**config.mk**
```make
export PLATFORM = sky130hd
export DESIGN_NAME = allocation_bitmap_find_first_zero_core
export DESIGN_NICKNAME = d
export VERILOG_FILES = /design/src/rtl/abfz_pkg.sv /design/src/rtl/abfz_store.sv /design/src/rtl/allocation_bitmap_find_first_zero_core.sv
export VERILOG_INCLUDE_DIRS = /design/src /design/src/rtl
export SDC_FILE = /design/constraint.sdc
export NUM_CORES = 2
export LEC_CHECK = 0
export BUFFER_PORTS_ARGS = -buffer_cell sky130_fd_sc_hd__buf_2
export CORE_MARGIN = 2
export CORE_UTILIZATION = 55
export CTS_CLUSTER_DIAMETER = 40
export DETAILED_ROUTE_END_ITERATION = 10
export PLACE_DENSITY_LB_ADDON = 0.1
export SYNTH_ARGS = -nofsm -noshare
export SYNTH_HDL_FRONTEND = slang
export SYNTH_SLANG_ARGS = --single-unit
```
**constraint.sdc**
```tcl
create_clock -name clk -period 16.1 [get_ports clk]
set_clock_uncertainty 0.15 [all_clocks]
set_input_delay 1.61 -clock clk [delete_from_list [all_inputs] [get_ports clk]]
set_output_delay 1.61 -clock clk [all_outputs]
set_load 0.03 [all_outputs]
```
**src/rtl/allocation_bitmap_find_first_zero_core_defines.svh**
```systemverilog
// Assertion helpers for the bitmap allocator core RTL.
// Each macro expects signals named clk and rst_n in the enclosing module.
`ifndef ALLOCATION_BITMAP_FIND_FIRST_ZERO_CORE_DEFINES_SVH
`define ALLOCATION_BITMAP_FIND_FIRST_ZERO_CORE_DEFINES_SVH

// Consequent must hold in the same cycle as the antecedent.
`define ABFZ_ASSERT_SAME(label, ante, cons, msg) \
    label: assert property (@(posedge clk) disable iff (!rst_n) (ante) |-> (cons)) \
        else $error(msg);

// Consequent must hold in the cycle after the antecedent.
`define ABFZ_ASSERT_NEXT(label, ante, cons, msg) \
    label: assert property (@(posedge clk) disable iff (!rst_n) (ante) |=> (cons)) \
        else $error(msg);

`endif

```
**src/rtl/abfz_pkg.sv**
```systemverilog
package abfz_pkg;

    // Default geometry of the bitmap.
    localparam int BIT_CAPACITY_DEF = 4096;
    localparam int WORD_BITS_DEF    = 32;
    localparam int WORD_COUNT_DEF   = (BIT_CAPACITY_DEF + WORD_BITS_DEF - 1) / WORD_BITS_DEF;
    localparam int ADDR_W_DEF       = (WORD_COUNT_DEF > 1) ? $clog2(WORD_COUNT_DEF) : 1;

    // Fixed field widths.
    localparam int ACTION_W = 3;
    localparam int INDEX_W  = 12;
    localparam int COUNT_W  = 13;
    // Holds a word base bit position up to the largest count plus one word.
    localparam int BASE_W   = 14;

    localparam logic [COUNT_W-1:0] COUNT_RESET = 13'd4096;

    // Request action codes.
    localparam logic [ACTION_W-1:0] ACT_TEST     = 3'd0;
    localparam logic [ACTION_W-1:0] ACT_SET      = 3'd1;
    localparam logic [ACTION_W-1:0] ACT_CLR      = 3'd2;
    localparam logic [ACTION_W-1:0] ACT_CLR_ALL  = 3'd3;
    localparam logic [ACTION_W-1:0] ACT_FILL_ALL = 3'd4;
    localparam logic [ACTION_W-1:0] ACT_FIND     = 3'd5;

    typedef struct packed {
        logic [ACTION_W-1:0] action;
        logic [INDEX_W-1:0]  bit_index;
    } abfz_req_t;

    typedef struct packed {
        logic               bit_value;
        logic               found;
        logic [INDEX_W-1:0] found_index;
        logic               index_error;
    } abfz_rsp_t;

    // Per-cycle commands to the word store.
    typedef struct packed {
        logic rd;
        logic wr;
    } abfz_mem_ctl_t;

endpackage

```
**src/rtl/abfz_store.sv**
```systemverilog
// Single-port word store with a registered read. Each word carries a valid
// flop that reset clears, so a word never written reads as all zeros.
module abfz_store #(
    parameter int WORD_BITS  = abfz_pkg::WORD_BITS_DEF,
    parameter int WORD_COUNT = abfz_pkg::WORD_COUNT_DEF,
    parameter int ADDR_W     = abfz_pkg::ADDR_W_DEF
) (
    input  logic                  clk,
    input  logic                  rst_n,
    input  abfz_pkg::abfz_mem_ctl_t ctl,
    input  logic [ADDR_W-1:0]     addr,
    input  logic [WORD_BITS-1:0]  wdata,
    output logic [WORD_BITS-1:0]  rdata
);

    logic [WORD_BITS-1:0]  mem [WORD_COUNT];
    logic [WORD_COUNT-1:0] vld_reg;
    logic [WORD_BITS-1:0]  rd_reg;
    logic                  rd_vld_reg;

    always_ff @(posedge clk)
    begin
        if (ctl.wr)
        begin
            mem[addr] <= wdata;
        end
        if (ctl.rd)
        begin
            rd_reg <= mem[addr];
        end
    end

    always_ff @(posedge clk or negedge rst_n)
    begin
        if (!rst_n)
        begin
            vld_reg    <= '0;
            rd_vld_reg <= 1'b0;
        end
        else
        begin
            if (ctl.wr)
            begin
                vld_reg[addr] <= 1'b1;
            end
            if (ctl.rd)
            begin
                rd_vld_reg <= vld_reg[addr];
            end
        end
    end

    assign rdata = rd_vld_reg ? rd_reg : '0;

endmodule

```
**src/rtl/allocation_bitmap_find_first_zero_core.sv**
```systemverilog
// Channel   Direction  Handshake            Payload
// req       in         req_valid/req_stall  abfz_req_t: action, bit_index
// rsp       out        rsp_valid/rsp_stall  abfz_rsp_t: bit_value, found, found_index, index_error
// cfg       in         cfg_we               cfg_wdata: bit_count
//
// Test, set and clear of one bit divide the index into its word in S_DIV and its offset in
// S_OFS, which also reads the word, then test or rewrite it in the store port in S_RMW.
// An out-of-range index or an unknown action finishes in S_IDLE without a store access.
// Clear all and fill all write each full word in S_BULK, which also reads the last word when the
// count ends inside a word, then rewrite that word in S_BFIN; find first zero reads the words in
// use in turn in S_SRCH and stops at the first zero bit in use.
// Reset is asynchronous; the store reads as zeros at once through per-word valid flops.
// A stalled result waits in the output register while the next request is taken.
`include "allocation_bitmap_find_first_zero_core_defines.svh"

module allocation_bitmap_find_first_zero_core #(
    parameter int BIT_CAPACITY = abfz_pkg::BIT_CAPACITY_DEF,
    parameter int WORD_BITS    = abfz_pkg::WORD_BITS_DEF
) (
    input  logic                              clk,
    input  logic                              rst_n,
    input  logic                              req_valid,
    output logic                              req_stall,
    input  abfz_pkg::abfz_req_t               req,
    output logic                              rsp_valid,
    input  logic                              rsp_stall,
    output abfz_pkg::abfz_rsp_t               rsp,
    input  logic                              cfg_we,
    input  logic [abfz_pkg::COUNT_W-1:0]      cfg_wdata
);

    localparam int INDEX_W    = abfz_pkg::INDEX_W;
    localparam int COUNT_W    = abfz_pkg::COUNT_W;
    localparam int BASE_W     = abfz_pkg::BASE_W;
    localparam int WORD_COUNT = (BIT_CAPACITY + WORD_BITS - 1) / WORD_BITS;
    localparam int ADDR_W     = (WORD_COUNT > 1) ? $clog2(WORD_COUNT) : 1;
    localparam int OFS_W      = $clog2(WORD_BITS);
    // The count register cannot exceed its own range, so clip the capacity to it.
    localparam int COUNT_MAX  = (1 << COUNT_W) - 1;
    localparam int CAP_CLIP   = (BIT_CAPACITY > COUNT_MAX) ? COUNT_MAX : BIT_CAPACITY;
    // Index to word number by reciprocal multiply. With the shift at the index width
    // plus the word size exponent, the rounded-up reciprocal is exact for every index.
    localparam int     DIV_K   = INDEX_W + $clog2(WORD_BITS);
    localparam int     RECIP_W = DIV_K;
    localparam longint RECIP   = ((longint'(1) << DIV_K) + WORD_BITS - 1) / WORD_BITS;
    localparam int     PROD_W  = INDEX_W + RECIP_W;

    typedef enum logic [7:0] {
        S_IDLE = 8'b0000_0001,
        S_DIV  = 8'b0000_0010,
        S_OFS  = 8'b0000_0100,
        S_RMW  = 8'b0000_1000,
        S_BULK = 8'b0001_0000,
        S_BFIN = 8'b0010_0000,
        S_SRCH = 8'b0100_0000,
        S_DONE = 8'b1000_0000
    } abfz_state_t;

    abfz_state_t                    state_reg, state_next;
    logic [COUNT_W-1:0]             count_reg;
    logic [abfz_pkg::ACTION_W-1:0]  action_reg, action_next;
    logic [INDEX_W-1:0]             idx_reg, idx_next;
    logic [COUNT_W-1:0]             n_reg, n_next;
    logic [ADDR_W-1:0]              word_reg, word_next;
    logic [BASE_W-1:0]              base_reg, base_next;
    logic [BASE_W-1:0]              chk_base_reg, chk_base_next;
    logic                           chk_valid_reg, chk_valid_next;
    logic [OFS_W-1:0]               off_reg, off_next;
    abfz_pkg::abfz_rsp_t            res_reg, res_next;
    abfz_pkg::abfz_rsp_t            rsp_reg;
    logic                           rsp_valid_reg, rsp_valid_next;

    abfz_pkg::abfz_mem_ctl_t        mem_ctl;
    logic [WORD_BITS-1:0]           mem_wdata;
    logic [WORD_BITS-1:0]           mem_rdata;

    logic [COUNT_W-1:0]             n_used;
    logic [BASE_W-1:0]              n_ext;
    logic [PROD_W-1:0]              prod;
    logic [INDEX_W-1:0]             word_scaled;
    logic [BASE_W-1:0]              mask_base;
    logic [BASE_W-1:0]              rem;
    logic                           rem_full;
    logic [WORD_BITS-1:0]           use_mask;
    logic [WORD_BITS-1:0]           hits;
    logic                           hit_any;
    logic [OFS_W-1:0]               hit_pos;
    logic [BASE_W-1:0]              found_sum;
    logic                           base_ge_n;
    logic [WORD_BITS-1:0]           fill_word;
    logic [WORD_BITS-1:0]           mod_word;
    logic                           out_free;
    logic                           finish;
    logic                           rsp_load;
    logic                           srch_hit;
    logic                           rsp_flag_clash;
    logic                           done_drain;

    // Bits in use: a count beyond the capacity acts as the capacity.
    assign n_used = (count_reg > COUNT_W'(CAP_CLIP)) ? COUNT_W'(CAP_CLIP) : count_reg;
    assign n_ext  = BASE_W'(n_reg);

    // Word number of the request index; registered into word_reg before the
    // second multiply rebuilds the word's first bit position.
    assign prod        = PROD_W'(idx_reg) * PROD_W'(RECIP);
    assign word_scaled = INDEX_W'(INDEX_W'(word_reg) * WORD_BITS);

    // Shared in-use mask unit: the bulk sweep masks the word being written, the
    // search masks the word whose read data has just come back.
    assign mask_base = (state_reg == S_SRCH) ? chk_base_reg : base_reg;
    assign rem       = n_ext - mask_base;
    assign rem_full  = (rem >= BASE_W'(WORD_BITS));
    assign base_ge_n = (base_reg >= n_ext);

    always_comb
    begin
        for (int j = 0; j < WORD_BITS; j++)
        begin
            use_mask[j] = rem_full || (BASE_W'(j) < rem);
        end
    end

    // Lowest zero bit in use within the returned word.
    assign hits    = ~mem_rdata & use_mask;
    assign hit_any = |hits;

    always_comb
    begin
        hit_pos = '0;
        for (int j = WORD_BITS - 1; j >= 0; j--)
        begin
            if (hits[j])
            begin
                hit_pos = OFS_W'(j);
            end
        end
    end

    assign found_sum = chk_base_reg + BASE_W'(hit_pos);
    assign fill_word = (action_reg == abfz_pkg::ACT_FILL_ALL) ? '1 : '0;

    always_comb
    begin
        mod_word          = mem_rdata;
        mod_word[off_reg] = (action_reg == abfz_pkg::ACT_SET);
    end

    // The output register is free when empty or being drained this cycle.
    assign out_free  = !rsp_valid_reg || !rsp_stall;
    assign req_stall = (state_reg != S_IDLE);

    always_comb
    begin
        state_next     = state_reg;
        action_next    = action_reg;
        idx_next       = idx_reg;
        n_next         = n_reg;
        word_next      = word_reg;
        base_next      = base_reg;
        chk_base_next  = chk_base_reg;
        chk_valid_next = chk_valid_reg;
        off_next       = off_reg;
        res_next       = res_reg;
        mem_ctl        = '0;
        mem_wdata      = '0;
        finish         = 1'b0;
        rsp_load       = 1'b0;

        unique case (state_reg)
            S_IDLE:
            begin
                if (req_valid)
                begin
                    action_next    = req.action;
                    idx_next       = req.bit_index;
                    n_next         = n_used;
                    res_next       = '0;
                    word_next      = '0;
                    base_next      = '0;
                    chk_valid_next = 1'b0;
                    unique case (req.action) inside
                        abfz_pkg::ACT_TEST, abfz_pkg::ACT_SET, abfz_pkg::ACT_CLR:
                        begin
                            if ({1'b0, req.bit_index} >= n_used)
                            begin
                                res_next.index_error = 1'b1;
                                finish               = 1'b1;
                            end
                            else
                            begin
                                state_next = S_DIV;
                            end
                        end
                        abfz_pkg::ACT_CLR_ALL, abfz_pkg::ACT_FILL_ALL:
                        begin
                            state_next = S_BULK;
                        end
                        abfz_pkg::ACT_FIND:
                        begin
                            state_next = S_SRCH;
                        end
                        default:
                        begin
                            // Unknown actions give an all-zero result.
                            finish = 1'b1;
                        end
                    endcase
                end
            end
            S_DIV:
            begin
                word_next  = ADDR_W'(prod >> DIV_K);
                state_next = S_OFS;
            end
            S_OFS:
            begin
                off_next   = OFS_W'(idx_reg - word_scaled);
                mem_ctl.rd = 1'b1;
                state_next = S_RMW;
            end
            S_RMW:
            begin
                if (action_reg == abfz_pkg::ACT_TEST)
                begin
                    res_next.bit_value = mem_rdata[off_reg];
                end
                else
                begin
                    mem_ctl.wr = 1'b1;
                    mem_wdata  = mod_word;
                end
                finish = 1'b1;
            end
            S_BULK:
            begin
                if (base_ge_n)
                begin
                    finish = 1'b1;
                end
                else if (rem_full)
                begin
                    mem_ctl.wr = 1'b1;
                    mem_wdata  = fill_word;
                    word_next  = word_reg + ADDR_W'(1);
                    base_next  = base_reg + BASE_W'(WORD_BITS);
                end
                else
                begin
                    // Partial last word: read it so the bits above the count survive.
                    mem_ctl.rd = 1'b1;
                    state_next = S_BFIN;
                end
            end
            S_BFIN:
            begin
                mem_ctl.wr = 1'b1;
                mem_wdata  = (mem_rdata & ~use_mask) | (fill_word & use_mask);
                finish     = 1'b1;
            end
            S_SRCH:
            begin
                // Reads are issued every cycle; each word is checked as its data returns.
                if (chk_valid_reg && hit_any)
                begin
                    res_next.found       = 1'b1;
                    res_next.found_index = INDEX_W'(found_sum);
                    finish               = 1'b1;
                end
                else if (!base_ge_n)
                begin
                    mem_ctl.rd     = 1'b1;
                    chk_base_next  = base_reg;
                    chk_valid_next = 1'b1;
                    word_next      = word_reg + ADDR_W'(1);
                    base_next      = base_reg + BASE_W'(WORD_BITS);
                end
                else
                begin
                    finish = 1'b1;
                end
            end
            S_DONE:
            begin
                finish = 1'b1;
            end
            default:
            begin
                state_next = S_IDLE;
            end
        endcase

        // A finished result moves to the output register, or waits in S_DONE.
        if (finish)
        begin
            if (out_free)
            begin
                rsp_load   = 1'b1;
                state_next = S_IDLE;
            end
            else
            begin
                state_next = S_DONE;
            end
        end
    end

    always_comb
    begin
        if (rsp_load)
        begin
            rsp_valid_next = 1'b1;
        end
        else if (!rsp_stall)
        begin
            rsp_valid_next = 1'b0;
        end
        else
        begin
            rsp_valid_next = rsp_valid_reg;
        end
    end

    always_ff @(posedge clk or negedge rst_n)
    begin
        if (!rst_n)
        begin
            state_reg     <= S_IDLE;
            count_reg     <= abfz_pkg::COUNT_RESET;
            chk_valid_reg <= 1'b0;
            rsp_valid_reg <= 1'b0;
        end
        else
        begin
            state_reg     <= state_next;
            chk_valid_reg <= chk_valid_next;
            rsp_valid_reg <= rsp_valid_next;
            if (cfg_we)
            begin
                count_reg <= cfg_wdata;
            end
        end
    end

    always_ff @(posedge clk)
    begin
        action_reg   <= action_next;
        idx_reg      <= idx_next;
        n_reg        <= n_next;
        word_reg     <= word_next;
        base_reg     <= base_next;
        chk_base_reg <= chk_base_next;
        off_reg      <= off_next;
        res_reg      <= res_next;
        if (rsp_load)
        begin
            rsp_reg <= res_next;
        end
    end

    assign rsp_valid = rsp_valid_reg;
    assign rsp       = rsp_reg;

    abfz_store #(
        .WORD_BITS  (WORD_BITS),
        .WORD_COUNT (WORD_COUNT),
        .ADDR_W     (ADDR_W)
    ) u_store (
        .clk   (clk),
        .rst_n (rst_n),
        .ctl   (mem_ctl),
        .addr  (word_reg),
        .wdata (mem_wdata),
        .rdata (mem_rdata)
    );

    // Terms that the checks below watch.
    assign srch_hit       = (state_reg == S_SRCH) && chk_valid_reg && hit_any;
    assign rsp_flag_clash = rsp_reg.index_error && (rsp_reg.found || rsp_reg.bit_value);
    assign done_drain     = (state_reg == S_DONE) && !rsp_stall;

    // The store only changes while a request is being worked on.
    `ABFZ_ASSERT_SAME(a_idle_no_write, state_reg == S_IDLE, !mem_ctl.wr, "store written while idle")
    // A search hit always names a bit below the count in use.
    `ABFZ_ASSERT_SAME(a_hit_in_use, srch_hit, found_sum < n_ext, "search hit beyond count")
    // An index error never comes with a tested value or a search hit.
    `ABFZ_ASSERT_SAME(a_rsp_flags, rsp_valid_reg, !rsp_flag_clash, "conflicting result flags")
    // A parked result leaves as soon as the output side stops stalling.
    `ABFZ_ASSERT_NEXT(a_done_drains, done_drain, rsp_valid_reg && !req_stall, "result stuck")

endmodule
```
== Word-level counts from Yosys, hierarchy flattened ==
Memory sizes are Yosys's and may differ from the RTL's. A register that Yosys moved wholly into a read port is not among the register bits.
Cells that the tools add are included.

* RAM bits: 4096
* Output and inout bits: 17
* Word-level logic and storage cells: 259
* Flip-flop bits (word level): 250
* Memories: 1

{| class="wikitable"
|+ Memories
! memory !! words !! width !! rd ports !! clocked after memory_dff !! wr ports !! RTL line !! text
|-
| u_store.mem || 128 || 32 || 1 || 1 || 1 || abfz_store.sv:16 || <nowiki>logic [WORD_BITS-1:0] mem [WORD_COUNT];</nowiki>
|}

* Reduce and logical (&&, ||, !) cells: 55
* Bitwise operators: 9
* Eq/ne operators: 28
* Muxes and demuxes: 100
* $lt $le $gt $ge: 40
* $add $sub $neg: 5

{| class="wikitable"
|+ Operators by type and width
! operator !! count
|-
| $lt A5 B14 Y1 const A || 16
|-
| $mux W32 || 5
|-
| $mux W5 || 32
|-
| $or A128 B128 Y128 || 1
|-
| $lt A4 B14 Y1 const A || 8
|-
| $and A32 B32 Y32 || 3
|-
| $pmux W32 S3 || 1
|-
| $mux W14 || 6
|-
| $not A32 Y32 || 2
|-
| $lt A3 B14 Y1 const A || 4
|-
| $mux W8 || 6
|-
| $pmux W14 S3 || 1
|-
| $pmux W8 S5 || 1
|-
| $mux W7 || 5
|-
| $logic_or A1 B1 Y1 || 33
|-
| $bwmux W32 || 1
|-
| $or A32 B32 Y32 || 1
|-
| $reduce_or A32 Y1 || 1
|-
| $lt A1 B14 Y1 const A || 2
|-
| $lt A2 B14 Y1 const A || 2
|-
| $pmux W7 S4 || 1
|-
| $mux W13 || 2
|-
| $pmux W13 S2 || 1
|-
| $mux W1 || 25
|-
| other kinds (54) || 77
|}

== Logic depth before layout (Yosys ltp) ==
* Depth after elaboration: 41
* Depth in mapped cells: 19

== Hierarchy ==
A second synthesis with hierarchy kept.

* Cell total of the unflattened synthesis: 9352
* Area total of the unflattened synthesis: 172233.9 um^2

{| class="wikitable"
|+ Modules (own cells, without submodules)
! module !! area each (um^2) !! times used !! sequential area each (um^2) !! cells an instance
|-
| abfz_store || 164292.6 || 1 || 127187.0 || 8465
|-
| allocation_bitmap_find_first_zero_core || 7941.4 || 1 || 3070.4 || 887
|}

== Worst setup path before layout ==
No wires, ideal clock.

* Path kind: reg-to-reg
* From: reg state_reg[5]
* To: mem u_store.mem[0][10] (netlist name), data pin
* Library setup time: 1795 ps
* Data arrival time: 12216 ps
* Buffers on the path: 4
* Clock period less this slack: 14160 ps
* Setup slack: 1940 ps
* Required time: 14155 ps
* Cell stages (with the launch flop): 17
* Cells stage by stage: dfrtp_1 > nor3_2 > and4b_1 > buf_1 > clkbuf_1 > mux2i_1 > ha_1 > a21oi_1 > o21ai_1 > o2111a_1 > or3_4 > a211oi_4 > buf_2 > and2_1 > clkbuf_1 > nand2_1 > o311ai_0

* Word-level cells in the longest chain between the ends: 9

{| class="wikitable"
|+ RTL lines
! item !! RTL line !! text
|-
| start: declaration || allocation_bitmap_find_first_zero_core.sv:59 || <nowiki>abfz_state_t state_reg, state_next;</nowiki>
|-
| start signal: assignment || allocation_bitmap_find_first_zero_core.sv:334 || <nowiki>state_reg <= state_next;</nowiki>
|-
| $eq A8 B7 Y1 || allocation_bitmap_find_first_zero_core.sv:110 || <nowiki>assign mask_base = (state_reg == S_SRCH) ? chk_base_reg : base_reg;</nowiki>
|-
| $mux W14 || allocation_bitmap_find_first_zero_core.sv:110 ||
|-
| $sub A13 B14 Y14 || allocation_bitmap_find_first_zero_core.sv:111 || <nowiki>assign rem = n_ext - mask_base;</nowiki>
|-
| $ge A14 B6 Y1 or $lt A4 B14 Y1 (tied branches) || allocation_bitmap_find_first_zero_core.sv:112, allocation_bitmap_find_first_zero_core.sv:119 ||
|-
| $logic_or A1 B1 Y1 || allocation_bitmap_find_first_zero_core.sv:119 || <nowiki>use_mask[j] = rem_full || (BASE_W'(j) < rem);</nowiki>
|-
| $not A32 Y32 || allocation_bitmap_find_first_zero_core.sv:257 || <nowiki>mem_wdata = (mem_rdata & ~use_mask) | (fill_word & use_mask);</nowiki>
|-
| $and A32 B32 Y32 || allocation_bitmap_find_first_zero_core.sv:257 ||
|-
| $or A32 B32 Y32 || allocation_bitmap_find_first_zero_core.sv:257 ||
|-
| $pmux W32 S3 (*) || allocation_bitmap_find_first_zero_core.sv:169 || <nowiki>unique case (state_reg)</nowiki>
|-
| net mem_wdata[10] || allocation_bitmap_find_first_zero_core.sv:74 || <nowiki>logic [WORD_BITS-1:0] mem_wdata;</nowiki>
|-
| end: declaration || abfz_store.sv:16 ||
|}

Mark *: on every way through the listed nets, which the timed path passes. The rest lies on a longest branch.

== Worst setup path in the final report ==
* From: reg state_reg[5]
* To: mem u_store.mem[76][9] (netlist name) (enable)

* Word-level cells in the longest chain between the ends: 9

{| class="wikitable"
|+ RTL lines
! item !! RTL line !! text
|-
| $eq A8 B7 Y1 || allocation_bitmap_find_first_zero_core.sv:110 ||
|-
| $mux W14 || allocation_bitmap_find_first_zero_core.sv:110 ||
|-
| $sub A13 B14 Y14 || allocation_bitmap_find_first_zero_core.sv:111 ||
|-
| $ge A14 B6 Y1 || allocation_bitmap_find_first_zero_core.sv:112 || <nowiki>assign rem_full = (rem >= BASE_W'(WORD_BITS));</nowiki>
|-
| $mux W1 || allocation_bitmap_find_first_zero_core.sv:240 || <nowiki>else if (rem_full)</nowiki>
|-
| $mux W2 || allocation_bitmap_find_first_zero_core.sv:236 || <nowiki>if (base_ge_n)</nowiki>
|-
| $pmux W1 S3 (*) || allocation_bitmap_find_first_zero_core.sv:169 ||
|-
| $mux W1 (*) || abfz_store.sv:23 || <nowiki>if (ctl.wr)</nowiki>
|-
| $mux W1 (not written as such) (*) || abfz_store.sv:25 || <nowiki>mem[addr] <= wdata;</nowiki>
|}

Mark *: on every way between the ends. The rest lies on a longest branch, timed or not.

==> results.json <==
{
  "whs_ps": 296,
  "largest_reg_flops": 4096,
  "postLayoutCoreUtil_pct": 63.7,
  "critical_path_peak_fanout": 32,
  "leakagePower_uw": 0.0507,
  "p_int_uw": 22700,
  "synth_cells": 9099,
  "rr_endpoint": "u_store.mem[76][9]",
  "netlist_area_mm2": 0.162,
  "seq_power_share_pct": 36.6,
  "finalCritPeriodShare_pct": 53.1,
  "grt_usage_pct": 34.3,
  "post_cts_resized": 0,
  "root_buffer": "clkbuf_16",
  "clkTransAtPathRegs_ps": 60,
  "start_kind": "register",
  "grt_pass1_wl_um": 721000,
  "p_sw_share_pct": 34.2,
  "place.gp.congestion": 0.931,
  "ys_seq_area_share_pct": 80.6,
  "nets": 9385,
  "area_delta_synth_final_pct": 15.5,
  "power.switching_uw": 11800,
  "crit_slowest_cell": "nor2_4",
  "cp.arrival_ps": 9010,
  "powerDensity_mw_per_mm2": 185,
  "clock_path_buffers": 4,
  "post_cts_buffers": 0,
  "port_buffers": 49,
  "avgRoutedWirePerCell_um": 38.1,
  "cp-endpoint": "u_store.mem[76][9]",
  "syn_avg_cell_area_um2": 17.8,
  "clkPwrFrac_pct": 35.2,
  "drt_iter0_markers": 15473,
  "gr-max-usage-layer": "met2",
  "synth_top_flop_cell": "edfxtp_1",
  "ys_warn_count": 0,
  "cp_top_family": "simple AND/OR/NAND/NOR gates",
  "path_class": "reg2reg",
  "rows": 199,
  "max_stage_delay_ps": 1350,
  "hpwl_um": 299000,
  "drv_cap": 2,
  "num_vias": 96750,
  "initial_utilization_pct": 55.1,
  "ctsHoldBuffers": 0,
  "hold_path.class": "reg2reg",
  "cp_num_cells": 17,
  "core_area_mm2": 0.293,
  "cts_max_level": 6,
  "numClockSinks": 4368,
  "yosys.cell_types.count": 85,
  "syn-num-nets": 9162,
  "async_reset_ff_share_pct": 3.48,
  "synth-edff-count": 4201,
  "setup_viol": 0,
  "startpoint": "state_reg[5]",
  "ios": 50,
  "slew_violations": 3,
  "worst_pin_slew_ps": 1520,
  "fmax_mhz": 117,
  "max-vdd-ir-drop_uv": 155,
  "hold_start": "idx_reg[4]",
  "cts_inserted_buffers": 530,
  "grt_pass1_vias": 90534,
  "final_common_cell": "edfxtp_1",
  "reg2reg_slack_ps": 7550,
  "worstPathRequired_ps": 16560,
  "dieArea_mm2": 0.298,
  "setup_tns_ps": 0,
  "grt_max_degree": 129,
  "failed_checks": "max-capacitance violations, max-slew violations",
  "p_comb_share_pct": 28.2,
  "reg2reg_from": "state_reg[5]",
  "hold_viol": 0,
  "r2r.worst_path.cells": 17,
  "ys_ff_latch": 4368,
  "routed_wl_um": 522000,
  "relSlewSlack_pct": -1.98,
  "worstSkewPairLatency_ps": 1010,
  "gr-usage-met3_pct": 8.24,
  "die_h_um": 546,
  "drc": 0,
  "ant_nets": 0,
  "cts_tree": "yes",
  "layout-drive-gt1-share_pct": 14.8,
  "rsz0062_at_grt": "no",
  "mostFrequentLayoutCells": "edfxtp_1, a22oi_1, clkbuf_16",
  "worstSetupEndpointType": "register",
  "status": "complete, but fails checks",
  "antenna_found_initial": 46,
  "floorplan.die.width_um": 546,
  "viasPerCell": 7.06,
  "cp.buffers_inverters": 3,
  "use_met2_pct": 51.0,
  "dr.pass1.iters": 6,
  "grt-ovfl-total": 0,
  "grtUsageMet1_pct": 48.9,
  "fin_crit_ps": 8550,
  "crit_path_cell_trace": "nor3_2 > and4b_1 > buf_4 > mux2i_1 > ha_1 > nor3_2 > o21ai_1 > o2111a_1 > o21ai_0 > a211oi_4 > buf_4 > and2_1 > nor3_2 > buf_4 > or3_1 > nand3_1 > nor2_4"
}
[cells by family after synthesis]
group	after synthesis	share of synthesized area (%)
AO/OA/AOI/OAI	3060	14.3
XOR/XNOR	14	0.0758
adder cells (fa/ha/maj)	31	0.238
buffers and inverters	691	1.64
flip-flops	4368	80.6
multiplexers	40	0.309
AND/OR/NAND/NOR	895	2.84
[worst min path at each step]
stage | end | cells past startpoint
finish | off_reg[4] | 0
global route | off_reg[3] | 0
CTS | off_reg[4] | 0
detailed placement | off_reg[4] | 0
global placement | off_reg[4] | 0
floorplan | off_reg[0] | 0
[worst reg2reg max path, cell delays in order (launching register included)]
cell and delay [ps]:
dfrtp_1 440, nor3_2 310, and4b_1 230, buf_4 300
mux2i_1 250, ha_1 380, nor3_2 230, o21ai_1 140
o2111a_1 270, o21ai_0 350, a211oi_4 110, buf_4 250
and2_1 510, nor3_2 300, buf_4 380, or3_1 1100
nand3_1 1090, nor2_4 1360
[Yosys cell counts (all sizes together) (7+ instances only)]
cell    count  area [um^2]
or4        29          218
ha         30          375
a22o      421         3690
nor4       57          357
a31oi     335         2100
and2       21          131
a32oi      10         87.6
o21ai     137          686
a221oi    419         3680
a41oi      29          262
or3         8         55.1
nand4     184         1150
o221ai     15          131
nor3       27          145
clkbuf    451         1690
a211oi      8         72.6
and3       13         81.3
nand4b      7         61.3
nand3      90          450
xnor2       7         61.3
dfrtp     150         3750
a221o       7         70.1
a21oi     119          596
o211ai     59          443
inv        32          120
nand2     173          649
dfxtp      15          300
nor2      217          815
mux2i      18          180
nand2b     18          113
a22oi    1296         9730
o22ai       9         56.3
xor2        7         61.3
edfxtp   4201       126000
o21bai    132          991
buf       208          838
nor2b      22          138
a21o       14          105
mux2       16          184
[per-stage QoR]
stage	total power (uW)	cells	setup WS (ps)	area (um^2)
2_1_floorplan	17900	9099	1940	162000
3_3_place_gp	22200	12705	7870	168000
3_5_place_dp	22300	12709	7900	169000
4_1_cts	34300	13674	7840	187000
5_1_grt	35300	13692	7290	187000
6_report	34600	13710	7550	187000
[layer usage]
metal / part of all wire (%) / routed length, um
met5: 0.029 / 152
met4: 4.8 / 25100
met3: 12 / 64200
met2: 45 / 235000
met1: 38 / 198000
[cell type report]
class / count / area [um^2]
Clock buffer: 612 / 13800
Inverter: 32 / 120
Fill cell: 20367 / 107000
Multi-Input combinational cell: 4040 / 30400
Timing Repair Buffer: 350 / 2830
Sequential cell: 4368 / 130000
Antenna cell: 36 / 90.1
Clock inverter: 353 / 4350
Tap cell: 3919 / 4900
[power by group through the flow]
stage / clock [uW] / combinational [uW] / sequential [uW]
global route: 12700 / 10000 / 12700
floorplan: 0 / 5000 / 12900
finish: 12100 / 9750 / 12700
CTS: 12200 / 9490 / 12700
detailed placement: 0 / 9440 / 12900
global placement: 0 / 9370 / 12900
Power figures use the tool's default switching activity.
